==> src/rtl/cbse_pkg.sv <==
// ----------------------------------------------------------------------------
// cbse_pkg
// Shared constants, types and helpers for the cubic B-spline evaluator.
// ----------------------------------------------------------------------------
package cbse_pkg;

  localparam int unsigned MaxPoints  = 1024;
  localparam int unsigned CoordWidth = 32;
  localparam int unsigned CoefWidth  = 16;
  localparam int unsigned NumRegs    = 8;
  localparam int unsigned ParamWidth = 27;

  localparam logic [31:0] BasisReset [NumRegs] = '{
    32'd4026533205, 32'd4205514752, 32'd5461, 32'd268492800,
    32'd268436821, 32'd4026535936, 32'd0, 32'd89456640
  };

  localparam logic [1:0] StatusEval   = 2'd0;
  localparam logic [1:0] StatusFew    = 2'd1;
  localparam logic [1:0] StatusAppend = 2'd2;
  localparam logic [1:0] StatusFull   = 2'd3;

  localparam logic [1:0] KindPos  = 2'd0;
  localparam logic [1:0] KindTan  = 2'd1;
  localparam logic [1:0] KindCurv = 2'd2;

  localparam logic ActAppend = 1'b0;

  // One basis coefficient as scaled for the derivative kinds: coefficients in Q.13 times powers in Q.16.
  typedef logic signed [19:0] coef_t;

endpackage

==> src/rtl/cbse_weight.sv <==
// ----------------------------------------------------------------------------
// cbse_weight
// Computes the four window weights for one evaluation from the basis and
// the fraction, with power and coefficient multipliers, one product per cycle.
// ----------------------------------------------------------------------------
module cbse_weight #(
  parameter int unsigned CoefWidth = cbse_pkg::CoefWidth
) (
  input  logic               clk_i,
  input  logic               rst_ni,
  input  logic               start_i,
  input  logic [16:0]        frac_i,
  input  logic [1:0]         kind_i,
  input  logic [31:0]        basis_i [cbse_pkg::NumRegs],
  output logic               done_o,
  output logic signed [31:0] weight_o [4]
);

  localparam int unsigned CoefBits = (CoefWidth < 16) ? CoefWidth : 16;

  // step 0: f*f, step 1: t2*f, steps 2..17: coefficient * power, 4 per row
  logic [4:0]         step_q;
  logic               run_q;
  logic [16:0]        t2_q, t3_q;
  logic [16:0]        frac_q;
  logic [1:0]         kind_q;
  logic signed [47:0] acc_q;
  logic signed [31:0] w_q [4];
  logic [33:0]        sq;
  logic signed [19:0] ce;
  logic [16:0]        tp;
  logic signed [47:0] prod;
  logic [1:0]         row, col;

  function automatic logic signed [19:0] raw_coef(input logic [31:0] regs [cbse_pkg::NumRegs],
                                                  input logic [1:0] r, input logic [1:0] c);
    logic [31:0] rg;
    logic [15:0] h;
    logic [15:0] m;
    logic [15:0] hv;
    begin
      rg = regs[{r, c[1]}];
      h  = c[0] ? rg[31:16] : rg[15:0];
      m  = 16'(1) << (CoefBits - 1);
      hv = (h & ((m << 1) - 16'd1)) ^ m;
      raw_coef = 20'(signed'({4'd0, hv})) - 20'(signed'({4'd0, m}));
    end
  endfunction

  always_comb begin
    row = step_q[3:2] - 2'd2 + {1'b0, 1'b0};
    row = 2'((step_q - 5'd2) >> 2);
    col = 2'((step_q - 5'd2) & 5'd3);
    ce  = '0;
    unique case (kind_q)
      cbse_pkg::KindPos: ce = raw_coef(basis_i, row, col);
      cbse_pkg::KindTan: begin
        unique case (col)
          2'd0: ce = raw_coef(basis_i, row, 2'd1);
          2'd1: ce = raw_coef(basis_i, row, 2'd2) <<< 1;
          2'd2: ce = raw_coef(basis_i, row, 2'd3) * 20'sd3;
          default: ce = '0;
        endcase
      end
      cbse_pkg::KindCurv: begin
        unique case (col)
          2'd0: ce = raw_coef(basis_i, row, 2'd2) <<< 1;
          2'd1: ce = raw_coef(basis_i, row, 2'd3) * 20'sd6;
          default: ce = '0;
        endcase
      end
      default: ce = '0;
    endcase
    unique case (col)
      2'd0: tp = 17'd65536;
      2'd1: tp = frac_q;
      2'd2: tp = t2_q;
      default: tp = t3_q;
    endcase
    sq   = (step_q == 5'd0 ? frac_q : t2_q) * frac_q;
    prod = 48'(ce) * 48'(signed'({1'b0, tp}));
  end

  always_ff @(posedge clk_i or negedge rst_ni) begin
    if (!rst_ni) begin
      run_q  <= 1'b0;
      step_q <= '0;
      done_o <= 1'b0;
    end else begin
      done_o <= 1'b0;
      if (start_i) begin
        run_q  <= 1'b1;
        step_q <= '0;
      end else if (run_q) begin
        step_q <= step_q + 5'd1;
        if (step_q == 5'd17) begin
          run_q  <= 1'b0;
          done_o <= 1'b1;
        end
      end
    end
  end

  always_ff @(posedge clk_i) begin
    if (start_i) begin
      frac_q <= frac_i;
      kind_q <= kind_i;
    end else if (run_q) begin
      if (step_q == 5'd0) begin
        t2_q <= sq[32:16];
      end else if (step_q == 5'd1) begin
        t3_q <= sq[32:16];
        acc_q <= '0;
      end else begin
        if (col == 2'd3) begin
          w_q[row] <= 32'((acc_q + prod + 48'sd4096) >>> 13);
          acc_q    <= '0;
        end else begin
          acc_q <= acc_q + prod;
        end
      end
    end
  end

  assign weight_o = w_q;

  a_done_pulse: assert property (@(posedge clk_i) disable iff (!rst_ni)
    done_o |=> !done_o) else $error("weight done held");
  a_done_run: assert property (@(posedge clk_i) disable iff (!rst_ni)
    done_o |-> $past(run_q)) else $error("weight done without run");
  a_step_rng: assert property (@(posedge clk_i) disable iff (!rst_ni)
    run_q |-> step_q <= 5'd17) else $error("weight step out of range");

endmodule

==> config.mk <==
export PLATFORM = sky130hd
export DESIGN_NAME = cbse_weight
export DESIGN_NICKNAME = d
export VERILOG_FILES = /design/src/rtl/cbse_pkg.sv /design/src/rtl/cbse_weight.sv
export SDC_FILE = /design/constraint.sdc
export NUM_CORES = 2
export LEC_CHECK = 0
export ABC_AREA = 1
export BUFFER_PORTS_ARGS = -buffer_cell sky130_fd_sc_hd__buf_2
export CAP_MARGIN = 20
export CELL_PAD_IN_SITES_DETAIL_PLACEMENT = 0
export CELL_PAD_IN_SITES_GLOBAL_PLACEMENT = 1
export CORE_ASPECT_RATIO = 1.25
export CORE_MARGIN = 2
export CORE_UTILIZATION = 46
export CTS_CLUSTER_SIZE = 30
export DETAILED_ROUTE_END_ITERATION = 10
export GPL_TIMING_DRIVEN = 0
export PLACE_DENSITY_LB_ADDON = 0.1
export SYNTH_ARGS = -nofsm -noshare
export SYNTH_HDL_FRONTEND = slang
export SYNTH_SLANG_ARGS = --single-unit
==> constraint.sdc <==
create_clock -name clk_i -period 13 [get_ports clk_i]
set_input_delay 1.95 -clock clk_i [delete_from_list [all_inputs] [get_ports clk_i]]
set_output_delay 1.95 -clock clk_i [all_outputs]
set_load 0.1 [all_outputs]
==> flow_metrics.py <==
metrics = {
    "routing": {
        "detail_route.iter0.violations": 2519,
        "drc": 0,
        "drtAntennaViolNets": 0,
        "met1_length_um": 56540,
        "detail_route.vias_per_cell": 5.254,
        "wl_per_cell_um": 20.97,
        "finalWirelength_um": 136700,
        "highest_layer": "met5",
        "num_vias": 34260,
        "met2_length_um": 66200,
        "drt-pass1-iter-count": 6,
        "wl_met3_um": 8788,
    },
    "setup_path": {
        "timing.critical_path.slowest_cell_delay_ns": 0.58,
        "worstPathMaxFanout": 28,
        "cp_data_arrival_time_ns": 12.47,
        "crit_type": "reg -> reg",
        "critical_path_buf_inv_count": 17,
        "category_of_cells_accounting_for_the_largest_share_of_critical_path_delay": "adder cells",
        "cpMostUsedCell": "sky130_fd_sc_hd__nand2_1",
        "cp-start-kind": "register",
        "critical_path_required_ns": 13.30,
        "rrSetupSlack_ns": 0.83,
        "crit_slowest_cell": "sky130_fd_sc_hd__fa_1",
        "critPathCaptureType": "register",
    },
    "placement": {
        "final_gp_congestion": 0.9899,
        "dp_hpwl_um": 116500,
        "io_buffer_count": 406,
    },
    "yosys": {
        "synthDominantAreaCellType": "sky130_fd_sc_hd__fa_1",
        "seq_area_frac_synth_pct": 17.70,
        "ys_async_sr_fraction_pct": 3.004,
        "avgSynthCellArea_um2": 7.932,
        "yosysWarnings": 0,
        "synth_cells": 4958,
        "post-synth-top-area-fraction_pct": 31.00,
        "synth_top_flop_cell": "sky130_fd_sc_hd__edfxtp_1",
        "synth_cell_types": 59,
        "synthesized_cell_area_um2": 39330,
        "synthTopCellsByArea": "sky130_fd_sc_hd__fa_1 (31%), sky130_fd_sc_hd__edfxtp_1 (17%), sky130_fd_sc_hd__nand2_1 (12%)",
        "syn-num-nets": 6109,
        "synth.ff_latch_count": 233,
        "synth-edff-count": 226,
    },
    "timing": {
        "worst_tran_pin_value_ns": 1.165,
        "hold_ws_ns": 0.5577,
        "worst_clock_skew_ns": 0.02178,
        "number_of_max_slew_violations_in_the_final_report": 0,
        "timing.fmax_mhz": 82.18,
        "setup_viol": 0,
        "finalCriticalPeriod_ns": 12.17,
        "unrepaired_setup_endpoints_after_global_routing": "no",
        "fin_crit_sh_pct": 93.60,
        "hold_viol_final": 0,
        "relSlewSlack_pct": 21.80,
    },
    "finish": {
        "synthToLayoutAreaGrowth_pct": 11.51,
        "nets": 6560,
        "layout.core_utilization_pct": 51.95,
        "multi_input_area_um2": 27100,
        "post_route_cells_drive_above_1_share_pct": 11.84,
        "layout.area.seq_um2": 6962,
        "filler_cell_count": 8463,
    },
    "grt": {
        "grt_pass1_wl_um": 209400,
        "grt.overflow.total": 0,
        "grtUsageTotal_pct": 31.58,
        "grt_start_max_net_pins": 31,
        "antenna_found_initial": 9,
        "vias_in_the_first_global_route": 35416,
    },
    "die": {
        "top_level_ports": 407,
        "floorplan.rows": 119,
        "fp.coreArea_um2": 84420,
        "die_area_um2": 87860,
        "overall_die_height_um": 330.9,
        "initial_utilization_pct": 46.58,
        "die_width_um": 265.5,
    },
    "job": {
        "max_cap_violations": 0,
    },
    "min_path": {
        "worst_hold_path_type": "reg -> reg",
    },
    "cts": {
        "cts_buffer_depth": 3,
        "cts_root_buffer": "sky130_fd_sc_hd__clkbuf_16",
        "cts-buffers-inserted": 23,
        "clock_tree_from_tritoncts": "built",
        "cts.sinks": 233,
        "clk-insertion-delay-late_ns": 0.58,
        "cts.reportedPaths.clkPinSlew_ns": 0.06,
        "holdBufCountCts": 0,
        "htree_levels": 1,
    },
    "outcome": {
        "run_status": "finished clean",
    },
}
==> synth_stat cells, types with 21 or more instances <==
cell and count:
sky130_fd_sc_hd__buf_2 37, sky130_fd_sc_hd__nand2_2 28, sky130_fd_sc_hd__edfxtp_1 226, sky130_fd_sc_hd__xor2_1 57, sky130_fd_sc_hd__nand3_1 116, sky130_fd_sc_hd__inv_1 1209, sky130_fd_sc_hd__a21oi_1 183, sky130_fd_sc_hd__a22oi_1 21
sky130_fd_sc_hd__clkbuf_1 89, sky130_fd_sc_hd__nand4_1 37, sky130_fd_sc_hd__ha_1 264, sky130_fd_sc_hd__o211ai_1 34, sky130_fd_sc_hd__o21ai_0 98, sky130_fd_sc_hd__nor2_1 361, sky130_fd_sc_hd__xnor2_1 26, sky130_fd_sc_hd__nand2_1 1274
sky130_fd_sc_hd__fa_1 609, sky130_fd_sc_hd__nor2_2 22, sky130_fd_sc_hd__o221ai_1 27
==> state kept, by name, indices dropped and copies added, names as in the netlist <==
signal / flops
t3_q: 17
kind_q: 2
acc_q: 45
done_o: 1
t2_q: 17
step_q: 5
frac_q: 17
weight_o: 128
run_q: 1
==> per-layer routing <==
layer | track usage, % | vias to the layer above
met5 | 0 | -
met3 | 3.799 | 249
met4 | 10.83 | 2
met2 | 55.05 | 1222
li1 | - | 15871
met1 | 40.74 | 16916
==> layout make-up <==
type                            instances  share of cell area (%)
Antenna cell                            8                 0.04565
Buffer                                158                   1.675
Clock buffer                           28                   1.401
Clock inverter                         12                  0.3167
Inverter                             1230                   10.54
Multi-Input combinational cell       3335                   61.79
Sequential cell                       233                   15.87
Tap cell                             1089                   3.107
Timing Repair Buffer                  428                   5.250
==> per-stage QoR <==
step           area, um2  TNS (ns)  std cells  worst slack, ns
3_3_place_gp       42720   -159.61       6453           -2.097
3_5_place_dp       43040    -61.12       6472           -1.019
4_1_cts            43810         0       6514           0.1503
2_1_floorplan      39330         0       4958            1.490
6_report           43850         0       6521           0.8316
5_1_grt            43850         0       6521          0.05491
==> placed cells by master, fill, tap and decap left out, types with 17 or more instances in the layout <==
cell type,netlist,routed
sky130_fd_sc_hd__buf_2,37,446
sky130_fd_sc_hd__buf_4,15,21
sky130_fd_sc_hd__a22oi_1,21,21
sky130_fd_sc_hd__o211ai_1,34,34
sky130_fd_sc_hd__nand2_2,28,28
sky130_fd_sc_hd__a21oi_1,183,182
sky130_fd_sc_hd__fa_1,609,609
sky130_fd_sc_hd__nand4_1,37,37
sky130_fd_sc_hd__nand2_1,1274,1274
sky130_fd_sc_hd__o221ai_1,27,27
sky130_fd_sc_hd__nand3_1,116,116
sky130_fd_sc_hd__edfxtp_1,226,226
sky130_fd_sc_hd__o21ai_0,98,98
sky130_fd_sc_hd__clkbuf_1,89,90
sky130_fd_sc_hd__a221oi_1,18,18
sky130_fd_sc_hd__o22ai_1,17,17
sky130_fd_sc_hd__ha_1,264,264
sky130_fd_sc_hd__nor2_1,361,355
sky130_fd_sc_hd__xor2_1,57,55
sky130_fd_sc_hd__clkbuf_16,0,23
sky130_fd_sc_hd__inv_1,1209,1208
sky130_fd_sc_hd__nor2_2,22,23
sky130_fd_sc_hd__xnor2_1,26,25
==> logic make-up (layout without fill, tap and decap cells) <==
family          after synthesis  after routing  share of synthesized area (%)
mux                          15             15                         0.3818
buf+inv                    1390           1856                          13.62
fa+ha+maj                   873            873                          39.40
flops                       233            233                          17.70
simple gates               1905           1905                          19.85
compound gates              454            454                          6.981
xor+xnor                     88             88                          2.055
other cells                   0              8                              0
==> path summary, 6_finish.rpt <==
path | startpoint | end | cells past startpoint
max | step_q[1] | weight_o[49] | 57
min | run_q | step_q[1] | 1
max reg2reg | step_q[1] | weight_o[49] | 57
min reg2reg | run_q | step_q[1] | 1
max in group asynchronous | rst_ni | step_q[0] | 1
min in group asynchronous | rst_ni | step_q[4] | 1
==> timing repair <==
item                                    4_1_cts  5_1_grt
endpoints found under the setup margin      108       68
gates cloned                                  0        0
gates resized for setup                       4        4
setup buffers                                 3        0
Power is left out: the tool's default activity adds up to more than one toggle a clock period on the data nets, which glitch-free logic cannot reach.
